--- src/sv/olst_pkg.sv ---
`timescale 1ns / 1ps
// Shared types and constants for the ordered list engine.
// No dependencies; every other file in this block uses it.
package olst_pkg;

    localparam int CAPACITY_DEF   = 16;
    localparam int VALUE_BITS_DEF = 32;

    localparam int REQ_W    = 3;
    localparam int VAL_W    = 32;
    localparam int POS_W    = 5;
    localparam int STATUS_W = 3;
    localparam int MATCH_W  = 4;
    localparam int COUNT_W  = 5;

    typedef enum logic [REQ_W-1:0] {
        REQ_ADD_END    = 3'd0,
        REQ_ADD_FRONT  = 3'd1,
        REQ_INSERT_AT  = 3'd2,
        REQ_REM_END    = 3'd3,
        REQ_REM_FRONT  = 3'd4,
        REQ_REM_AT     = 3'd5,
        REQ_SEARCH     = 3'd6
    } req_t;

    typedef enum logic [STATUS_W-1:0] {
        ST_OK        = 3'd0,
        ST_BAD_POS   = 3'd1,
        ST_EMPTY     = 3'd2,
        ST_FULL      = 3'd3,
        ST_NOT_FOUND = 3'd4
    } status_t;

    // Broadcast to every cell in the chain for one accepted request.
    typedef struct packed {
        logic ins;
        logic rem;
        logic srch;
    } cell_op_t;

endpackage

--- src/sv/olst_cell.sv ---
`timescale 1ns / 1ps
// One storage cell of the list chain: holds one entry and its search hit.
// Depends on olst_pkg for the broadcast operation struct.
module olst_cell #(
    parameter int VALUE_BITS = olst_pkg::VALUE_BITS_DEF,
    parameter int CAPACITY   = olst_pkg::CAPACITY_DEF,
    parameter int CELL_IDX   = 0
) (
    input  logic                                clk,
    input  olst_pkg::cell_op_t                  op,
    input  logic [$clog2(CAPACITY)-1:0]         at_idx,
    input  logic [$clog2(CAPACITY+1)-1:0]       held_count,
    input  logic [VALUE_BITS-1:0]               new_val,
    input  logic [VALUE_BITS-1:0]               left_val,
    input  logic [VALUE_BITS-1:0]               right_val,
    output logic [VALUE_BITS-1:0]               val,
    output logic                                hit
);

    localparam int IDX_W = $clog2(CAPACITY);
    localparam int CNT_W = $clog2(CAPACITY+1);
    localparam logic [IDX_W-1:0] MY_IDX = IDX_W'(CELL_IDX);
    localparam logic [CNT_W-1:0] MY_CNT = CNT_W'(CELL_IDX);

    logic [VALUE_BITS-1:0] val_reg;
    logic [VALUE_BITS-1:0] val_next;
    logic                  hit_reg;
    logic                  hit_next;

    always_comb
    begin
        val_next = val_reg;
        hit_next = hit_reg;
        if (op.ins)
        begin
            // open the gap: cells past the insert point take from the left
            if (MY_IDX > at_idx)
                val_next = left_val;
            else if (MY_IDX == at_idx)
                val_next = new_val;
        end
        else if (op.rem)
        begin
            // close the gap: cells from the removed point take from the right
            if (MY_IDX >= at_idx)
                val_next = right_val;
        end
        if (op.srch)
            hit_next = (MY_CNT < held_count) && (val_reg == new_val);
    end

    always_ff @(posedge clk)
    begin
        val_reg <= val_next;
        hit_reg <= hit_next;
    end

    assign val = val_reg;
    assign hit = hit_reg;

endmodule

--- src/sv/olst_ctrl.sv ---
`timescale 1ns / 1ps
// Request decoder and entry counter for the ordered list engine.
// Depends on olst_pkg for request codes, status codes and the cell op struct.
module olst_ctrl #(
    parameter int CAPACITY = olst_pkg::CAPACITY_DEF
) (
    input  logic                                clk,
    input  logic                                rst_n,
    input  logic                                req_fire,
    input  logic [olst_pkg::REQ_W-1:0]          req_type,
    input  logic [olst_pkg::POS_W-1:0]          list_position,
    output olst_pkg::cell_op_t                  cell_op,
    output logic [$clog2(CAPACITY)-1:0]         at_idx,
    output logic [$clog2(CAPACITY+1)-1:0]       held_count,
    output logic [$clog2(CAPACITY+1)-1:0]       count_after,
    output olst_pkg::status_t                   pre_status,
    output logic                                is_search
);

    localparam int IDX_W = $clog2(CAPACITY);
    localparam int CNT_W = $clog2(CAPACITY+1);
    localparam int CMP_W = ((CNT_W > olst_pkg::POS_W) ? CNT_W : olst_pkg::POS_W) + 1;

    logic [CNT_W-1:0] count_reg;
    logic [CNT_W-1:0] count_next;
    logic [CMP_W-1:0] cnt_ext;
    logic [CMP_W-1:0] pos_ext;
    logic [CMP_W-1:0] k_wide;
    logic             full;
    logic             empty;
    logic             do_ins;
    logic             do_rem;
    logic             do_srch;
    olst_pkg::status_t status;

    always_comb
    begin
        cnt_ext = CMP_W'(count_reg);
        pos_ext = CMP_W'(list_position);
        full    = (count_reg == CNT_W'(CAPACITY));
        empty   = (count_reg == '0);
        status  = olst_pkg::ST_OK;
        do_ins  = 1'b0;
        do_rem  = 1'b0;
        do_srch = 1'b0;
        k_wide  = '0;
        unique case (olst_pkg::req_t'(req_type))
            olst_pkg::REQ_ADD_END:
            begin
                if (full)
                    status = olst_pkg::ST_FULL;
                else
                begin
                    do_ins = 1'b1;
                    k_wide = cnt_ext;
                end
            end
            olst_pkg::REQ_ADD_FRONT:
            begin
                if (full)
                    status = olst_pkg::ST_FULL;
                else
                    do_ins = 1'b1;
            end
            olst_pkg::REQ_INSERT_AT:
            begin
                // position check wins over the full check
                if (pos_ext == '0 || pos_ext > cnt_ext + CMP_W'(1))
                    status = olst_pkg::ST_BAD_POS;
                else if (full)
                    status = olst_pkg::ST_FULL;
                else
                begin
                    do_ins = 1'b1;
                    k_wide = pos_ext - CMP_W'(1);
                end
            end
            olst_pkg::REQ_REM_END:
            begin
                if (empty)
                    status = olst_pkg::ST_EMPTY;
                else
                begin
                    do_rem = 1'b1;
                    k_wide = cnt_ext - CMP_W'(1);
                end
            end
            olst_pkg::REQ_REM_FRONT:
            begin
                if (empty)
                    status = olst_pkg::ST_EMPTY;
                else
                    do_rem = 1'b1;
            end
            olst_pkg::REQ_REM_AT:
            begin
                if (empty)
                    status = olst_pkg::ST_EMPTY;
                else if (pos_ext == '0 || pos_ext > cnt_ext)
                    status = olst_pkg::ST_BAD_POS;
                else
                begin
                    do_rem = 1'b1;
                    k_wide = pos_ext - CMP_W'(1);
                end
            end
            olst_pkg::REQ_SEARCH:
            begin
                do_srch = 1'b1;
            end
            default:
            begin
            end
        endcase

        count_next = count_reg;
        if (do_ins)
            count_next = count_reg + CNT_W'(1);
        else if (do_rem)
            count_next = count_reg - CNT_W'(1);
    end

    always_ff @(posedge clk or negedge rst_n)
    begin
        if (!rst_n)
            count_reg <= '0;
        else if (req_fire)
            count_reg <= count_next;
    end

    assign cell_op.ins  = req_fire & do_ins;
    assign cell_op.rem  = req_fire & do_rem;
    assign cell_op.srch = req_fire & do_srch;
    assign at_idx       = k_wide[IDX_W-1:0];
    assign held_count   = count_reg;
    assign count_after  = count_next;
    assign pre_status   = status;
    assign is_search    = do_srch;

endmodule

--- src/sv/ordered_list_engine.sv ---
`timescale 1ns / 1ps
// Top level of the ordered list engine: cell chain, decoder, result stages.
// Depends on olst_pkg, olst_ctrl and olst_cell.
//
//   channel | handshake              | payload
//   --------+------------------------+------------------------------------------
//   request | req_valid / req_ready  | req_type, item_value, list_position
//   result  | rsp_valid / rsp_ready  | status_code, match_index, entry_count
//
// One request per cycle while the result register is not stalled.
// Shifts and compares happen in all cells in parallel on the accept edge; when the
// middle stage moves on, the first search hit is encoded and loaded into the result register.
// A stalled result register holds one request in the middle stage, then
// req_ready drops. Reset empties the list and both result stages.
module ordered_list_engine #(
    parameter int CAPACITY   = olst_pkg::CAPACITY_DEF,
    parameter int VALUE_BITS = olst_pkg::VALUE_BITS_DEF
) (
    input  logic                                clk,
    input  logic                                rst_n,
    input  logic                                req_valid,
    output logic                                req_ready,
    input  logic [olst_pkg::REQ_W-1:0]          req_type,
    input  logic signed [olst_pkg::VAL_W-1:0]   item_value,
    input  logic [olst_pkg::POS_W-1:0]          list_position,
    output logic                                rsp_valid,
    input  logic                                rsp_ready,
    output logic [olst_pkg::STATUS_W-1:0]       status_code,
    output logic [olst_pkg::MATCH_W-1:0]        match_index,
    output logic [olst_pkg::COUNT_W-1:0]        entry_count
);

    localparam int IDX_W = $clog2(CAPACITY);
    localparam int CNT_W = $clog2(CAPACITY+1);

    logic                         req_fire;
    logic                         move;
    olst_pkg::cell_op_t           cell_op;
    logic [IDX_W-1:0]             at_idx;
    logic [CNT_W-1:0]             held_count;
    logic [CNT_W-1:0]             count_after;
    olst_pkg::status_t            pre_status;
    logic                         is_search;

    logic [VALUE_BITS+olst_pkg::VAL_W-1:0] val_ext;
    logic [VALUE_BITS-1:0]        new_val;
    logic [VALUE_BITS-1:0]        cell_val [CAPACITY];
    logic [CAPACITY-1:0]          hits;
    logic [CAPACITY-1:0]          first_hit;
    logic [IDX_W-1:0]             hit_idx;
    logic                         found;

    logic                         pend_valid_reg;
    olst_pkg::status_t            pend_status_reg;
    logic                         pend_search_reg;
    logic [CNT_W-1:0]             pend_count_reg;

    logic                         out_valid_reg;
    olst_pkg::status_t            out_status_reg;
    olst_pkg::status_t            out_status_next;
    logic [IDX_W-1:0]             out_idx_reg;
    logic [IDX_W-1:0]             out_idx_next;
    logic [CNT_W-1:0]             out_count_reg;
    logic [IDX_W+olst_pkg::MATCH_W-1:0] idx_ext;
    logic [CNT_W+olst_pkg::COUNT_W-1:0] cnt_ext;

    assign move      = pend_valid_reg && (!out_valid_reg || rsp_ready);
    assign req_ready = !pend_valid_reg || move;
    assign req_fire  = req_valid && req_ready;

    // keep the low value bits, zero-fill when cells are wider than the port
    assign val_ext = {{VALUE_BITS{1'b0}}, item_value};
    assign new_val = val_ext[VALUE_BITS-1:0];

    olst_ctrl #(
        .CAPACITY (CAPACITY)
    ) u_ctrl (
        .clk           (clk),
        .rst_n         (rst_n),
        .req_fire      (req_fire),
        .req_type      (req_type),
        .list_position (list_position),
        .cell_op       (cell_op),
        .at_idx        (at_idx),
        .held_count    (held_count),
        .count_after   (count_after),
        .pre_status    (pre_status),
        .is_search     (is_search)
    );

    genvar gi;
    generate
        for (gi = 0; gi < CAPACITY; gi++)
        begin : g_cell
            logic [VALUE_BITS-1:0] left_val;
            logic [VALUE_BITS-1:0] right_val;
            if (gi == 0)
            begin : g_first
                assign left_val = new_val;
            end
            else
            begin : g_mid_l
                assign left_val = cell_val[gi-1];
            end
            if (gi == CAPACITY-1)
            begin : g_last
                assign right_val = cell_val[gi];
            end
            else
            begin : g_mid_r
                assign right_val = cell_val[gi+1];
            end

            olst_cell #(
                .VALUE_BITS (VALUE_BITS),
                .CAPACITY   (CAPACITY),
                .CELL_IDX   (gi)
            ) u_cell (
                .clk        (clk),
                .op         (cell_op),
                .at_idx     (at_idx),
                .held_count (held_count),
                .new_val    (new_val),
                .left_val   (left_val),
                .right_val  (right_val),
                .val        (cell_val[gi]),
                .hit        (hits[gi])
            );
        end
    endgenerate

    // isolate the lowest hit, then encode its position
    assign first_hit = hits & (~hits + CAPACITY'(1));
    assign found     = |hits;

    always_comb
    begin
        logic [IDX_W-1:0] pos;
        hit_idx = '0;
        for (int i = 0; i < CAPACITY; i++)
        begin
            pos = IDX_W'(i);
            for (int b = 0; b < IDX_W; b++)
                hit_idx[b] = hit_idx[b] | (first_hit[i] & pos[b]);
        end
    end

    always_comb
    begin
        out_status_next = pend_status_reg;
        out_idx_next    = '0;
        if (pend_search_reg)
        begin
            if (found)
            begin
                out_status_next = olst_pkg::ST_OK;
                out_idx_next    = hit_idx;
            end
            else
                out_status_next = olst_pkg::ST_NOT_FOUND;
        end
    end

    always_ff @(posedge clk or negedge rst_n)
    begin
        if (!rst_n)
        begin
            pend_valid_reg <= 1'b0;
            out_valid_reg  <= 1'b0;
        end
        else
        begin
            if (req_fire)
                pend_valid_reg <= 1'b1;
            else if (move)
                pend_valid_reg <= 1'b0;

            if (move)
                out_valid_reg <= 1'b1;
            else if (rsp_ready)
                out_valid_reg <= 1'b0;
        end
    end

    always_ff @(posedge clk)
    begin
        if (req_fire)
        begin
            pend_status_reg <= pre_status;
            pend_search_reg <= is_search;
            pend_count_reg  <= count_after;
        end
        if (move)
        begin
            out_status_reg <= out_status_next;
            out_idx_reg    <= out_idx_next;
            out_count_reg  <= pend_count_reg;
        end
    end

    assign idx_ext     = {{olst_pkg::MATCH_W{1'b0}}, out_idx_reg};
    assign cnt_ext     = {{olst_pkg::COUNT_W{1'b0}}, out_count_reg};
    assign rsp_valid   = out_valid_reg;
    assign status_code = out_status_reg;
    assign match_index = idx_ext[olst_pkg::MATCH_W-1:0];
    assign entry_count = cnt_ext[olst_pkg::COUNT_W-1:0];

`ifndef SYNTH
    a_count_bound: assert property (@(posedge clk) disable iff (!rst_n)
        held_count <= CNT_W'(CAPACITY))
        else $error("entry count above capacity");

    a_full_count: assert property (@(posedge clk) disable iff (!rst_n)
        (out_valid_reg && out_status_reg == olst_pkg::ST_FULL)
            |-> out_count_reg == CNT_W'(CAPACITY))
        else $error("full status without a full list");

    a_empty_count: assert property (@(posedge clk) disable iff (!rst_n)
        (out_valid_reg && out_status_reg == olst_pkg::ST_EMPTY)
            |-> out_count_reg == '0)
        else $error("empty status with entries held");

    a_match_ok: assert property (@(posedge clk) disable iff (!rst_n)
        (out_valid_reg && out_idx_reg != '0) |-> out_status_reg == olst_pkg::ST_OK)
        else $error("match index on a failed request");

    a_fire_pend: assert property (@(posedge clk) disable iff (!rst_n)
        req_fire |=> pend_valid_reg)
        else $error("accepted request lost before the result stage");
`endif

endmodule
--- config.mk ---
export PLATFORM = sky130hd
export DESIGN_NAME = ordered_list_engine
export DESIGN_NICKNAME = d
export VERILOG_FILES = /design/src/sv/olst_pkg.sv /design/src/sv/olst_cell.sv /design/src/sv/olst_ctrl.sv /design/src/sv/ordered_list_engine.sv
export SDC_FILE = /design/constraint.sdc
export NUM_CORES = 2
export LEC_CHECK = 0
export BUFFER_PORTS_ARGS = -buffer_cell sky130_fd_sc_hd__buf_2
export CELL_PAD_IN_SITES_DETAIL_PLACEMENT = 1
export CELL_PAD_IN_SITES_GLOBAL_PLACEMENT = 1
export CORE_MARGIN = 5
export CORE_UTILIZATION = 46
export CTS_CLUSTER_SIZE = 14
export DETAILED_ROUTE_END_ITERATION = 16
export GPL_TIMING_DRIVEN = 0
export PLACE_DENSITY_LB_ADDON = 0.1
export SYNTH_ARGS = -nofsm -noshare
export SYNTH_HDL_FRONTEND = slang
export SYNTH_SLANG_ARGS = --single-unit
--- constraint.sdc ---
create_clock -name clk -period 7.1 [get_ports clk]
set_clock_uncertainty 0.05 [all_clocks]
set_input_delay 1.42 -clock clk [delete_from_list [all_inputs] [get_ports clk]]
set_output_delay 1.42 -clock clk [all_outputs]
set_load 0.03 [all_outputs]
==> results.toml <==
[place]
numPortBuffers = 24
pre_cts_ws_ns = 0.304
gp_congestion = 1.10
place_hpwl_um = 161000
dp_cells = 4836

[worst_setup_path]
rr_worst_depth = 14
critPathSlowestCell = "clkbuf_1"
critical_path_required_ns = 7.30
cp_max_fo = 32
crit_arrival_ns = 7.23
critPathKind = "flop to flop"
crit_cells = 14
path_buf_inv = 5
slowest_delay_ns = 0.78
endpoint_kind = "flop"
cp_top_family = "buffers and inverters"
startpoint = "u_ctrl.held_count[1]"
reg2reg_from = "u_ctrl.held_count[1]"
worstPathCellList = "clkbuf_1 -> inv_1 -> ha_1 -> inv_1 -> ha_1 -> nor2b_1 -> o21ai_0 -> a21oi_4 -> o32a_4 -> o211a_1 -> buf_2 -> buf_1 -> a21oi_1 -> nor2_4"
setup.worst_path.start_class = "flop"

[global_route]
grt_usage = 0.440
grt_pass1_vias = 33710
grt_overflow = 0
grt_pass1_wl_um = 261000
antenna_found_initial = 6
grt_max_degree = 36

[floorplanning]
die_h_um = 290
std_cell_rows = 102
initial_core_util = 0.466
core_area_sq_um = 77700
die_x_um = 290
ios = 58
die_area_sq_um = 84400

[timing]
worstMarginPinSlew_ns = 1.46
rsz0062_at_grt = "false"
setup_viol = 0
post-route-min-period_ns = 7.03
slew_violations = 0
finalHoldViolCount = 0
fin_crit_sh = 0.989
maxClockFrequency_ghz = 0.142
relSlewSlack = 0.0222
setup_slack_ns = 0.0748

[pwr]
p_seq_frac = 0.353
combPwrFrac = 0.399
switching_share = 0.444
intPower_mw = 8.01
p_leak_nw = 13.2
p_switching_mw = 6.40
ir_drop_mv = 0.239
power.share.clock = 0.249
p_per_area_nw_per_um2 = 359

[final_layout]
area.growth.synth_to_final_pct = 10.9
nets = 3922
stdcell_count = 4959
largest_reg_flops = 512
drive_gt1_frac = 0.0654

[logic_synthesis]
synth_nets = 3814
synth_enable_flop_cells = 548
ys_ff_latch = 555
synth_top_area_share = 0.455
synth_top_family_by_area = "compound AO/OA/AOI/OAI gates"
synth_compound_area_frac = 0.180
synthMuxAreaShare = 0.0191
synthArstFlopShare = 0.0126
syn_inst = 3756
seq_area_frac_synth = 0.460
synth_top_area_cell = "edfxtp_1"
syn_area_sq_um = 36200
synth_ff_type = "edfxtp_1"
ys_warn_count = 0
synth_area_per_cell_sq_um = 9.63
synth.area.top_cells = "edfxtp_1, xnor2_1, nand2_1"
synthSimpleGateAreaFrac = 0.156
synthAdderAreaFrac = 0.00484
synth_cell_types = 80
synth_xor_xnor_area_share = 0.127

[drt]
vias_per_cell = 6.96
routed_wl_um = 195000
drc_errors = 0
ant_nets = 0
dr.first_iter.drc_count = 5283
num_vias = 34499
drt_pre_antenna_iters = 9
wl_per_cell_um = 39.4

[clock_network]
cts.sink_count = 555
htreeDepth = 3
path_clk_slew_ns = 0.06
cts_resized = 0
cts_root_buf = "clkbuf_16"
ctsHoldBuffers = 0
cts_buffers = 67
post_cts.repair.setup_buffers = 0
cts_tree = "done"
clock_path_buffers = 3
clock_latency_ns = 0.64

[outcome]
outcome = "finished clean"

[min_path]
min_path_cells = 0
hold_path_class = "flop to flop"
hold_path_startpoint = "pend_count_reg[4]"

[flow_run]
maxCapViolations = 0
-- synthesized netlist by cell type, drive strengths merged, types with 48 or more instances --
cell type	n
o211ai	228
nand4	176
o31ai	65
nand2	534
clkbuf	295
o21ai	144
nor3	88
nor4	74
xnor2	302
nor2	222
a31oi	166
edfxtp	548
inv	76
buf	114
o311ai	96
xor2	223
nand3	48
-- stage by stage --
stage	instance area [sq um]	setup TNS, ns	hold slack (ns)	total power, mW	util
2_1_floorplan	36200	0	0.350	8.09	-
3_3_place_gp	37600	-385.62	0.352	10.4	0.484
3_5_place_dp	38000	0	0.359	10.5	0.488
4_1_cts	40100	0	0.373	14.1	0.516
5_1_grt	40100	0	0.384	14.6	0.516
6_report	40100	0	0.373	14.4	0.517
-- final timing paths --
check                                     endpoint  slack (ns)
setup / recovery           g_cell[8].u_cell.val[7]        0.07
setup reg to reg           g_cell[8].u_cell.val[7]        0.07
min in group asynchronous     u_ctrl.held_count[4]        0.59
hold reg to reg                     entry_count[4]        0.37
hold / removal                      entry_count[4]        0.37
max in group asynchronous     u_ctrl.held_count[3]        6.23
-- power groups by stage --
stage	Sequential, mW	Clock (mW)	Combinational (mW)
after CTS	5.04	3.55	5.47
after detailed placement	5.11	0	5.44
final	5.08	3.59	5.75
after floorplan	4.96	0	3.13
after global placement	5.12	0	5.26
after global routing	5.12	3.69	5.84
-- worst reg2reg max path: cells and delay by family (launching register included) --
family | cells | cell delay [ns]
buf+inv | 5 | 2.65
compound gates | 5 | 1.69
simple gates | 2 | 0.92
fa+ha+maj | 2 | 0.88
flops | 1 | 0.44
-- per-layer routing --
layer	track usage	wire length [um]
met5	0	29
met2	0.648	81500
met4	0.349	20000
met1	0.560	72400
met3	0.0954	21400
-- cell type report --
class | count | area, sq um
inverters | 79 | 297
well taps | 1040 | 1300
plain buffers | 408 | 1670
flip-flops and latches | 555 | 16600
multi-input cells | 2713 | 17700
fillers | 8729 | 37600
clock buffers | 83 | 1800
diodes | 3 | 7.51
repair buffers | 40 | 335
clock inverters | 38 | 368
-- layout by cell type (no fill, tap or decap), types with 6 or more instances in the layout --
master,instances
xor2_1,223
buf_12,6
nor2_4,7
buf_1,43
nor2_1,214
mux2_1,23
nor3_1,85
buf_4,19
nand3_1,48
a31oi_1,165
inv_1,76
nand2_1,534
a32oi_1,34
clkbuf_16,70
a21oi_1,22
clkbuf_1,303
nand4_1,176
mux2_2,10
or3_1,35
clkinv_1,18
clkinv_2,10
o21ai_1,10
o211ai_1,226
ha_1,14
o31ai_1,65
a211oi_1,34
o221ai_1,32
o311ai_0,91
mux2i_1,32
nor4_1,72
buf_2,80
bufinv_16,6
and2_1,6
a222oi_1,32
dfrtp_1,7
nand2b_1,9
o21ai_0,131
xnor2_1,302
edfxtp_1,548
-- cells by family (layout without fill, tap and decap cells) --
| group | count (synthesis) | after routing |
|---|---|---|
| xor+xnor | 525 | 525 |
| fa+ha+maj | 14 | 14 |
| compound gates | 892 | 892 |
| simple gates | 1217 | 1217 |
| flops | 555 | 555 |
| mux | 65 | 65 |
| other cells | 0 | 3 |
| buf+inv | 488 | 648 |
(Power assumes the default switching activity.)
